$ cat src/hdl/pgs_pkg.sv
`timescale 1ns / 1ps
package pgs_pkg;

  localparam int CFG_IDX_W = 2;
  localparam logic [CFG_IDX_W-1:0] REG_DIR_X = 2'd0;
  localparam logic [CFG_IDX_W-1:0] REG_DIR_Y = 2'd1;

  localparam logic signed [63:0] DOT_RESET = {1'b1, 63'd0};

  typedef struct packed {
    logic signed [31:0] vertex_x;
    logic signed [31:0] vertex_y;
    logic               last_vertex;
  } pgs_in_t;

  typedef struct packed {
    logic               kind;
    logic signed [15:0] normal_x;
    logic signed [15:0] normal_y;
    logic signed [63:0] area;
    logic signed [63:0] extension;
    logic [31:0]        radius;
    logic               last;
  } pgs_out_t;

  typedef enum logic [4:0] {
    OP_NONE,
    OP_LOAD,
    OP_MUL_C1,
    OP_MUL_C2,
    OP_CROSS,
    OP_NORM,
    OP_MUL_AA,
    OP_MUL_BB,
    OP_SQRT_EDGE,
    OP_DIV_X,
    OP_DIV_Y,
    OP_EMIT_EDGE,
    OP_MUL_DX,
    OP_MUL_DY,
    OP_DOT,
    OP_MUL_XX,
    OP_MUL_YY,
    OP_LSQ,
    OP_ADVANCE,
    OP_SQRT_RAD,
    OP_EMIT_SUM
  } pgs_op_t;

  typedef enum logic [4:0] {
    ST_IDLE,
    ST_C1,
    ST_C2,
    ST_CROSS,
    ST_NORM,
    ST_AA,
    ST_BB,
    ST_SQ_GO,
    ST_SQ_WAIT,
    ST_DX_GO,
    ST_DX_WAIT,
    ST_DY_GO,
    ST_DY_WAIT,
    ST_EMIT,
    ST_VDX,
    ST_VDY,
    ST_VDOT,
    ST_VXX,
    ST_VYY,
    ST_VLSQ,
    ST_ADV,
    ST_RAD_GO,
    ST_RAD_WAIT,
    ST_SUM
  } pgs_state_t;

  typedef struct packed {
    pgs_op_t op;
    logic    closing;
  } pgs_cmd_t;

  typedef struct packed {
    logic have_prev;
    logic fin;
    logic m_zero;
    logic norm_ok;
    logic sq_busy;
    logic dv_busy;
  } pgs_status_t;

  function automatic logic signed [63:0] sat65(input logic signed [64:0] v);
    logic signed [63:0] r;
    if (v[64] != v[63]) begin
      r = v[64] ? {1'b1, 63'd0} : {1'b0, {63{1'b1}}};
    end else begin
      r = v[63:0];
    end
    return r;
  endfunction

endpackage

$ cat src/hdl/pgs_ctrl.sv
`timescale 1ns / 1ps
module pgs_ctrl
  import pgs_pkg::*;
(
  input  logic        clk,
  input  logic        rst_n,
  input  logic        start,
  output logic        busy,
  input  pgs_status_t status,
  output pgs_cmd_t    cmd
);

  pgs_state_t state_r, state_nxt;
  logic       closing_r, closing_nxt;

  always_comb begin
    state_nxt = state_r;
    unique case (state_r)
      ST_IDLE:     if (start) state_nxt = status.have_prev ? ST_C1 : ST_VDX;
      ST_C1:       state_nxt = ST_C2;
      ST_C2:       state_nxt = ST_CROSS;
      ST_CROSS:    state_nxt = ST_NORM;
      ST_NORM: begin
        if (status.m_zero) begin
          state_nxt = ST_EMIT;
        end else if (status.norm_ok) begin
          state_nxt = ST_AA;
        end
      end
      ST_AA:       state_nxt = ST_BB;
      ST_BB:       state_nxt = ST_SQ_GO;
      ST_SQ_GO:    state_nxt = ST_SQ_WAIT;
      ST_SQ_WAIT:  if (!status.sq_busy) state_nxt = ST_DX_GO;
      ST_DX_GO:    state_nxt = ST_DX_WAIT;
      ST_DX_WAIT:  if (!status.dv_busy) state_nxt = ST_DY_GO;
      ST_DY_GO:    state_nxt = ST_DY_WAIT;
      ST_DY_WAIT:  if (!status.dv_busy) state_nxt = ST_EMIT;
      ST_EMIT:     state_nxt = closing_r ? ST_RAD_GO : ST_VDX;
      ST_VDX:      state_nxt = ST_VDY;
      ST_VDY:      state_nxt = ST_VDOT;
      ST_VDOT:     state_nxt = ST_VXX;
      ST_VXX:      state_nxt = ST_VYY;
      ST_VYY:      state_nxt = ST_VLSQ;
      ST_VLSQ:     state_nxt = ST_ADV;
      ST_ADV:      state_nxt = status.fin ? ST_C1 : ST_IDLE;
      ST_RAD_GO:   state_nxt = ST_RAD_WAIT;
      ST_RAD_WAIT: if (!status.sq_busy) state_nxt = ST_SUM;
      ST_SUM:      state_nxt = ST_IDLE;
      default:     state_nxt = ST_IDLE;
    endcase
  end

  // the closing edge runs from the last vertex back to the first
  always_comb begin
    closing_nxt = closing_r;
    if (state_r == ST_ADV && status.fin) begin
      closing_nxt = 1'b1;
    end else if (state_r == ST_SUM) begin
      closing_nxt = 1'b0;
    end
  end

  always_comb begin
    cmd.closing = closing_r;
    unique case (state_r)
      ST_IDLE:   cmd.op = start ? OP_LOAD : OP_NONE;
      ST_C1:     cmd.op = OP_MUL_C1;
      ST_C2:     cmd.op = OP_MUL_C2;
      ST_CROSS:  cmd.op = OP_CROSS;
      ST_NORM:   cmd.op = OP_NORM;
      ST_AA:     cmd.op = OP_MUL_AA;
      ST_BB:     cmd.op = OP_MUL_BB;
      ST_SQ_GO:  cmd.op = OP_SQRT_EDGE;
      ST_DX_GO:  cmd.op = OP_DIV_X;
      ST_DY_GO:  cmd.op = OP_DIV_Y;
      ST_EMIT:   cmd.op = OP_EMIT_EDGE;
      ST_VDX:    cmd.op = OP_MUL_DX;
      ST_VDY:    cmd.op = OP_MUL_DY;
      ST_VDOT:   cmd.op = OP_DOT;
      ST_VXX:    cmd.op = OP_MUL_XX;
      ST_VYY:    cmd.op = OP_MUL_YY;
      ST_VLSQ:   cmd.op = OP_LSQ;
      ST_ADV:    cmd.op = OP_ADVANCE;
      ST_RAD_GO: cmd.op = OP_SQRT_RAD;
      ST_SUM:    cmd.op = OP_EMIT_SUM;
      default:   cmd.op = OP_NONE;
    endcase
  end

  always_ff @(posedge clk) begin
    if (!rst_n) begin
      state_r   <= ST_IDLE;
      closing_r <= 1'b0;
    end else begin
      state_r   <= state_nxt;
      closing_r <= closing_nxt;
    end
  end

  assign busy = (state_r != ST_IDLE);

`ifndef SYNTHESIS
  a_accept_busy: assert property (@(posedge clk) disable iff (!rst_n)
    start && !busy |=> busy) else $error("accepted item did not raise busy");
  a_idle_open: assert property (@(posedge clk) disable iff (!rst_n)
    state_r == ST_IDLE |-> !closing_r) else $error("closing flag left set in idle");
  a_sum_idle: assert property (@(posedge clk) disable iff (!rst_n)
    state_r == ST_SUM |=> state_r == ST_IDLE) else $error("summary not followed by idle");
`endif

endmodule

$ cat config.mk
export PLATFORM = sky130hd
export DESIGN_NAME = pgs_ctrl
export DESIGN_NICKNAME = d
export VERILOG_FILES = /design/src/hdl/pgs_pkg.sv /design/src/hdl/pgs_ctrl.sv
export SDC_FILE = /design/constraint.sdc
export NUM_CORES = 1
export LEC_CHECK = 0
export ABC_AREA = 1
export BUFFER_PORTS_ARGS = -buffer_cell sky130_fd_sc_hd__buf_2
export CAP_MARGIN = 10
export CORE_ASPECT_RATIO = 0.8
export CORE_UTILIZATION = 40
export CTS_CLUSTER_SIZE = 40
export DETAILED_ROUTE_END_ITERATION = 10
export PLACE_DENSITY = 0.64
export SLEW_MARGIN = 10
export SYNTH_ARGS = -nofsm -noshare
export SYNTH_HDL_FRONTEND = slang
export SYNTH_SLANG_ARGS = --single-unit
$ cat constraint.sdc
create_clock -name clk -period 2.5 [get_ports clk]
set_input_delay 0.125 -clock clk [delete_from_list [all_inputs] [get_ports clk]]
set_output_delay 0.125 -clock clk [all_outputs]
set_load 0.01 [all_outputs]
# == After elaboration in Yosys (flattened, before gate mapping) ==
# Cells that the tools add are included.
# totals
regBits,6
output_inout_bits,7
# op_classes
reduce_logical,5
n_eq_ne,29
mux,15
# ops
operator,count
$pmux 5 s23,1
$pmux 5 s20,1
$eq 5x4->1 const B,8
$eq 5x5->1 const B,8
$mux 5,8
$eq 5x3->1 const B,4
$eq 5x2->1 const B,2
$ne 2x2->1 const B,5
$reduce_and 6->1,1
$eq 5x1->1 const B,1
$logic_not 5->1,1
$reduce_bool 5->1,1
$mux 1,4
$mux 4,1
$ne 3x3->1 const B,1
$reduce_bool 2->1,1
$logic_and 1x1->1,1

# == Depth between registers and ports, before layout ==
# Gate-level depths: netlist (run 1).
# logic_depth
depth_word,3
ltp_mapped,10

# == Worst setup path after synthesis (run 1) ==
# OpenSTA, ideal clock, no wires.
# synth_timing
kind,register to output
from,register state_r[1]
to,output cmd[4] (netlist name)
t_required_ns,2.375
stages_incl_launch_ff,7
arrival_ns,1.197
path_slack_ns,1.178
cell_sequence,dfxtp_1 -> inv_2 -> nand2_1 -> nor2_1 -> nand2_1 -> nand2_1 -> or3_1
# synth_lines
element,line_no,source
from (decl),pgs_ctrl.sv:13,"pgs_state_t state_r, state_nxt;"
from (signal assigned),pgs_ctrl.sv:95,state_r <= state_nxt;
to (decl),pgs_ctrl.sv:10,output pgs_cmd_t cmd

==> flow_summary_export.csv, run 1 <==
group,metric,value,unit
worst_hold_path,worstHoldPathType,"primary input to flip-flop",
placed_design,place_congestion,0.935,
worst_setup_path,crit_fanout,6,
synthesis,synthArstFlopShare,0,
global_routing,use_met2,0.440,
timing,timing.final.crit_share,0.737,
routing,route.antenna.remaining_nets,0,
worst_setup_path,timing_worst_setup_path_type,"flip-flop to output port",
power_and_ir_drop,sequentialPowerShare,0.180,
cells_and_area,nNetsFinal,173,
worst_setup_path,count_of_buffer_and_inverter_cells_on_the_critical_path,3,
clock_tree,clockBufferDepth,2,
placed_design,dp_hpwl,1.84,mm
clock_tree,cts.repair.resized,0,
die,rows,13,
worst_setup_path,end_kind,"output port",
timing,final_max_slew_viol_count,0,
worst_setup_path,worstSetupStartpointType,"flip-flop",
clock_tree,clk_root_buffer_cell,"sky130_fd_sc_hd__clkbuf_4",
power_and_ir_drop,power.combinational.fraction,0.721,
die,floorplan.initialDensity,0.446,
run,max-cap-violations,0,
power_and_ir_drop,clkPwrFrac,0.098,
timing,transition_time_of_the_tightest_slew_check_pin,0.334,ns
global_routing,grt_pass1_wl,3.74,mm
clock_tree,clock_tree_from_tritoncts,"yes",
timing,setup-violations-final,0,
power_and_ir_drop,swShare,0.577,
cells_and_area,layout-drive-gt1-share,0.204,
timing,max-slew-margin-rel,0.777,
die,floorplan.die_area,0.00208,mm^2
power_and_ir_drop,intPower,445,uW
timing,min_period,1.84,ns
routing,total_number_of_vias,1015,
clock_tree,cts.hold.buffers_added,0,
timing,fmax,543,MHz
synthesis,post-synth-top-count-cell,"sky130_fd_sc_hd__nand2_1",
clock_tree,cts_setup_buffers,0,
timing,worst_slack,0.658,ns
synthesis,netlist-cell-type-count,21,
synthesis,post_synthesis_instance_area,762,um^2
clock_tree,htree_num_levels,1,
worst_setup_path,crit_path_cell_trace,"inv_1 -> nand2_1 -> inv_1 -> nand2_1 -> nand3_1 -> or3_1 -> buf_2",
global_routing,groute.layer.met1.usage,0.329,
clock_tree,cts.sinks,6,
synthesis,synth.net_count,155,
clock_tree,clk_pin_slew,0.06,ns
global_routing,grt_pass1_vias,844,
synthesis,synth_adder_area_share,0,
global_routing,gr-max-usage-layer,"met2",
die,design.core.area,0.00171,mm^2
routing,detail_route.first_pass.iterations,4,
synthesis,yosys-mux-area-fraction,0,
power_and_ir_drop,power_density,1210,mW/mm^2
global_routing,grt_util_all_layers,0.254,
routing,mean_number_of_vias_per_cell,5.52,
routing,post_route_wl,2.30,mm
clock_tree,numCtsBuffers,3,
power_and_ir_drop,static-leakage-power,0.520,nW
power_and_ir_drop,max_ir_drop_vdd,0.555,mV
die,die_y,41.0,um
placed_design,pre_cts_ws,0.968,ns
worst_setup_path,worst_path_max_delay_cell,"sky130_fd_sc_hd__dfxtp_1",
cells_and_area,antennaDiodeCount,0,
global_routing,maximum_number_of_pins_on_one_net_before_global_route_repair,12,
worst_setup_path,cp_top_family,"simple AND/OR/NAND/NOR gates",
timing,setup-tns-final,0,ns
synthesis,synthXorXnorAreaFrac,0,
timing,fin_worst_skew,0.00499,ns
power_and_ir_drop,total_switching_power,608,uW
die,ios,16,
synthesis,yosys-top-cells-area,"sky130_fd_sc_hd__nand2_1, sky130_fd_sc_hd__dfxtp_1, sky130_fd_sc_hd__nand3_1, sky130_fd_sc_hd__nor2_1, sky130_fd_sc_hd__inv_1",
clock_tree,clk-insertion-delay-late,0.26,ns
placed_design,placement.io_buffers,15,
die,die-width,50.8,um
timing,hold_viol_final,0,
synthesis,synthesis.area_per_instance,5.22,um^2
outcome,outcome,"completed",
routing,route.detailed.drc,0,
synthesis,synth_edf_count,0,
synthesis,main_combinational_cell_family_by_area_after_synthesis,"simple AND/OR/NAND/NOR gates",
timing,grt_setup_unrepaired,"false",
synthesis,ys_dominant_reg_cell,"sky130_fd_sc_hd__dfxtp_1",
routing,drtIter0Drc,58,
routing,drt_wl_cell,12.5,um
global_routing,met3_usage,0.0444,
global_routing,antenna_found_initial,0,
synthesis,synth_warnings,0,
synthesis,synthesized_area_fraction_occupied_by_ao_oa_aoi_and_oai_cells,0.140,
synthesis,postSynthCellCount,146,
synthesis,post_synth_top_cells,"sky130_fd_sc_hd__nand2_1, sky130_fd_sc_hd__nor2_1, sky130_fd_sc_hd__nand3_1",
synthesis,synth_largest_area_cell,"sky130_fd_sc_hd__nand2_1",
worst_setup_path,required,2.38,ns
worst_setup_path,critPathArrivalTime,1.72,ns
synthesis,synth_sequential_area_ratio,0.158,
worst_setup_path,max_stage_delay,0.39,ns
synthesis,synth-seq-cells,6,
cells_and_area,area_delta_synth_final,14.0,%
synthesis,synthSimpleGateAreaFrac,0.575,
synthesis,synth_largest_type_area_fraction,0.222,
global_routing,globalRoute.totalOverflow,0,
==> flip-flops by register name (all words and copies together), names as in the netlist <==
register   count
closing_r      1
state_r        5
==> tightest hold or removal path: stages <==
cell	delay, ns
sky130_fd_sc_hd__buf_2	0.09
sky130_fd_sc_hd__o21ai_1	0.05
sky130_fd_sc_hd__inv_1	0.04
==> cell families (layout without fill, tap and decap cells) <==
group,Yosys count,after routing
simple gates,98,98
flops,6,6
buf+inv,23,39
compound gates,19,19
==> cells in the final DEF, fill, tap and decap left out <==
| cell type | netlist | routed |
|---|---|---|
| sky130_fd_sc_hd__nand2_2 | 3 | 3 |
| sky130_fd_sc_hd__clkbuf_4 | 0 | 3 |
| sky130_fd_sc_hd__nand3_1 | 18 | 18 |
| sky130_fd_sc_hd__o21ai_0 | 5 | 5 |
| sky130_fd_sc_hd__o211ai_1 | 2 | 2 |
| sky130_fd_sc_hd__a21oi_1 | 7 | 7 |
| sky130_fd_sc_hd__nor3_1 | 1 | 1 |
| sky130_fd_sc_hd__inv_1 | 15 | 15 |
| sky130_fd_sc_hd__o21ai_1 | 3 | 3 |
| sky130_fd_sc_hd__dfxtp_1 | 6 | 6 |
| sky130_fd_sc_hd__nor2_1 | 20 | 20 |
| sky130_fd_sc_hd__nand4_1 | 3 | 3 |
| sky130_fd_sc_hd__o2111ai_1 | 1 | 1 |
| sky130_fd_sc_hd__or3_1 | 1 | 1 |
| sky130_fd_sc_hd__buf_2 | 0 | 15 |
| sky130_fd_sc_hd__nand2_1 | 45 | 45 |
| sky130_fd_sc_hd__a22oi_1 | 1 | 1 |
| sky130_fd_sc_hd__nor2_4 | 2 | 2 |
| sky130_fd_sc_hd__nor2_2 | 4 | 4 |
| sky130_fd_sc_hd__inv_2 | 6 | 6 |
| sky130_fd_sc_hd__nor3b_1 | 1 | 1 |
==> routing by layer <==
metal,routed length [um],vias up,share of wire
met5,0,-,0
met3,251,9,0.11
met1,981,433,0.43
li1,-,510,-
met4,57,0,0.025
met2,1000,63,0.44
==> layout make-up <==
class                      instances  area [um^2]
timing repair buffer              15         75.1
clock buffer                       3         22.5
multi-input combinational        117          544
tap                               22         27.5
sequential                         6          120
fill                             197          840
inverter                          21         78.8
==> power groups by stage <==
| stage | Sequential (mW) | Clock, mW | Combinational (mW) |
|---|---|---|---|
| 2_1_floorplan | 0.180 | 0 | 0.557 |
| 3_3_place_gp | 0.191 | 0 | 0.750 |
| 3_5_place_dp | 0.191 | 0 | 0.746 |
| 4_1_cts | 0.189 | 0.103 | 0.750 |
| 5_1_grt | 0.198 | 0.109 | 0.852 |
| 6_report | 0.190 | 0.104 | 0.760 |
==> through the flow <==
stage                util  power (mW)  area (um^2)  hold WS, ns  cells
finish              0.508        1.05          868       0.0691    184
global route        0.508        1.16          868        0.108    184
CTS                 0.508        1.04          868       0.0751    184
detailed placement  0.495       0.936          846        0.345    181
global placement    0.495       0.941          846        0.341    181
floorplan               -       0.737          762        0.231    146
==> worst paths after layout <==
kind              slack, ns                 endpoint                    start  depth (start not counted)
hold / removal         0.07  state_r[4]$_SDFFE_PN0P_                    rst_n                          3
setup / recovery       0.66                   cmd[4]  state_r[3]$_SDFFE_PN0P_                          7
setup reg to reg       0.98  state_r[1]$_SDFFE_PN0P_  state_r[1]$_SDFFE_PN0P_                          8
hold reg to reg        0.52  state_r[3]$_SDFFE_PN0P_  state_r[3]$_SDFFE_PN0P_                          2
Note: power is estimated with default switching activity, not from simulation.
==> inputs of run 2 (changes only) <==
clock period = 1.8 ns   (was 2.5 ns; I/O delays follow)
==> run 2 against run 1 <==
Final cell count unchanged. Combinational power increased by 38%. Largest cell class unchanged. Via count fell by 3.7%. Sequential cell count is the same. Clock power rose by 31%. Utilization grew 0.51 points. Setup slack worse by 0.58 ns. Sequential share of layout area increased by 0.29 points. First-iteration DRC count is the same. Wire length fell by 3.7%. Clock-buffer cell count stayed put.
==> flow_summary_export.csv, run 2 (synthesized netlist as in run 1, its figures left out) <==
group,metric,value,unit
outcome,outcome,"completed",
die,floorplan.initialDensity,0.446,
power_and_ir_drop,static-leakage-power,0.523,nW
cells_and_area,n_fill_cell,190,
power_and_ir_drop,swShare,0.573,
timing,max-slew-margin-rel,0.786,
die,rows,13,
worst_setup_path,required,1.71,ns
worst_setup_path,worstSetupStartpointType,"flip-flop",
timing,worst_slack,0.0780,ns
power_and_ir_drop,max_ir_drop_vdd,0.636,mV
routing,total_number_of_vias,977,
cells_and_area,layout.core_utilization,0.514,
power_and_ir_drop,intPower,628,uW
global_routing,antenna_found_initial,0,
cells_and_area,top_regs,"state_r x5, closing_r x1",
worst_setup_path,critPathArrivalTime,1.63,ns
die,die_y,41.0,um
power_and_ir_drop,power_density,1680,mW/mm^2
die,floorplan.die_area,0.00208,mm^2
cells_and_area,nNetsFinal,173,
power_and_ir_drop,clkPwrFrac,0.092,
clock_tree,clockBufferDepth,2,
clock_tree,clk_root_buffer_cell,"sky130_fd_sc_hd__clkbuf_4",
timing,min_period,1.72,ns
global_routing,grt_util_all_layers,0.239,
worst_setup_path,end_kind,"output port",
clock_tree,clock_tree_from_tritoncts,"yes",
timing,final_max_slew_viol_count,0,
clock_tree,htree_num_levels,1,
routing,post_route_wl,2.21,mm
worst_setup_path,timing_worst_setup_path_type,"flip-flop to output port",
worst_setup_path,crit_fanout,7,
die,die-width,50.8,um
cells_and_area,area_delta_synth_final,15.1,%
timing,fmax,581,MHz
cells_and_area,final_cell_mix,"sky130_fd_sc_hd__nand2_1, sky130_fd_sc_hd__nor2_1, sky130_fd_sc_hd__nand3_1, sky130_fd_sc_hd__buf_2, sky130_fd_sc_hd__inv_1",
clock_tree,numCtsBuffers,3,
routing,drtIter0Drc,58,
timing,fin_worst_skew,0.00818,ns
cells_and_area,top_register,"state_r",
routing,drt_wl_cell,12.0,um
die,ios,16,
placed_design,pre_cts_ws,0.264,ns
global_routing,grt_pass1_wl,3.62,mm
timing,setup-tns-final,0,ns
clock_tree,cts.sinks,6,
die,design.core.area,0.00171,mm^2
power_and_ir_drop,sequentialPowerShare,0.192,
routing,detail_route.first_pass.iterations,4,
timing,hold_viol_final,0,
cells_and_area,layout.cells.most_common,"sky130_fd_sc_hd__nand2_1",
global_routing,maximum_number_of_pins_on_one_net_before_global_route_repair,12,
power_and_ir_drop,power.combinational.fraction,0.716,
run,max-cap-violations,0,
power_and_ir_drop,total_switching_power,844,uW
routing,mean_number_of_vias_per_cell,5.31,
clock_tree,clk-insertion-delay-late,0.26,ns
timing,grt_setup_unrepaired,"false",
cells_and_area,antennaDiodeCount,0,
cells_and_area,layout-drive-gt1-share,0.235,
global_routing,grt_pass1_vias,789,
routing,route.antenna.remaining_nets,0,
worst_hold_path,worstHoldPathType,"primary input to flip-flop",
timing,setup-violations-final,0,
timing,transition_time_of_the_tightest_slew_check_pin,0.320,ns
placed_design,placement.io_buffers,15,
routing,route.detailed.drc,0,
placed_design,place_congestion,0.930,
clock_tree,clk_pin_slew,0.05,ns
placed_design,dp_hpwl,1.79,mm
timing,timing.final.crit_share,0.957,
global_routing,globalRoute.totalOverflow,0,
cells_and_area,flip_flop_count_of_the_largest_register_all_copies_and_words_added,5,
clock_tree,cts.hold.buffers_added,0,
==> run 2: cell count changes in the layout (fill, tap and decap cells not counted) <==
cell and change:
sky130_fd_sc_hd__dfxtp_2 +3, sky130_fd_sc_hd__o21ai_1 +1, sky130_fd_sc_hd__inv_1 -1, sky130_fd_sc_hd__nor3b_1 -1
sky130_fd_sc_hd__o21ai_0 -1, sky130_fd_sc_hd__nor3b_2 +1, sky130_fd_sc_hd__dfxtp_1 -3, sky130_fd_sc_hd__inv_2 +1
==> run 2: cell type report <==
cell class              instances  area (um^2)  share of cell area
multi-input cells             117          549               0.626
inverters                      21         78.8              0.0899
repair buffers                 15         75.1              0.0856
well taps                      22         27.5              0.0314
flip-flops and latches          6          124               0.141
clock buffers                   3         22.5              0.0257
==> run 2: final timing paths <==
path,start,to,slack [ns],depth (start not counted)
max,state_r[2]$_SDFFE_PN0P_,cmd[1],0.08,6
min,rst_n,state_r[4]$_SDFFE_PN0P_,0.05,3
max reg2reg,state_r[4]$_SDFFE_PN0P_,state_r[1]$_SDFFE_PN0P_,0.23,8
min reg2reg,closing_r$_SDFFE_PN0P_,closing_r$_SDFFE_PN0P_,0.50,2
==> run 2: metrics by stage <==
| step | hold WS, ns | cells | power, mW | cell area (um^2) |
|---|---|---|---|---|
| global route | 0.0929 | 184 | 1.62 | 877 |
| floorplan | 0.196 | 146 | 1.02 | 762 |
| CTS | 0.0521 | 184 | 1.43 | 868 |
| detailed placement | 0.308 | 181 | 1.30 | 846 |
| finish | 0.0490 | 184 | 1.47 | 877 |
| global placement | 0.306 | 181 | 1.33 | 846 |
==> run 2: power by group through the flow <==
stage,Clock [mW],Combinational [mW],Sequential (mW)
finish,0.136,1.05,0.282
global route,0.136,1.19,0.289
CTS,0.131,1.04,0.267
detailed placement,0,1.03,0.270
global placement,0,1.06,0.270
floorplan,0,0.773,0.250
==> run 2: worst max-delay path, stage by stage (launching register included) <==
cell and delay [ns]:
sky130_fd_sc_hd__dfxtp_2 0.35, sky130_fd_sc_hd__nor2_2 0.25, sky130_fd_sc_hd__nand2_1 0.21, sky130_fd_sc_hd__nor2_1 0.25, sky130_fd_sc_hd__nor3b_2 0.08, sky130_fd_sc_hd__o2111ai_1 0.08
sky130_fd_sc_hd__buf_2 0.16
==> run 2: timing repair <==
item                                    in CTS  in global routing
endpoints found under the setup margin       0                  3
buffers inserted                             0                  0
resized for setup                            0                  6
==> run 2: per-layer routing <==
| layer | vias up | GRT usage | routed length (um) |
|---|---|---|---|
| li1 | 510 | - | - |
| met3 | 2 | 0.0370 | 222 |
| met1 | 413 | 0.338 | 995 |
| met4 | 0 | 0.00694 | 12 |
| met2 | 52 | 0.407 | 979 |
| met5 | - | 0 | 0 |
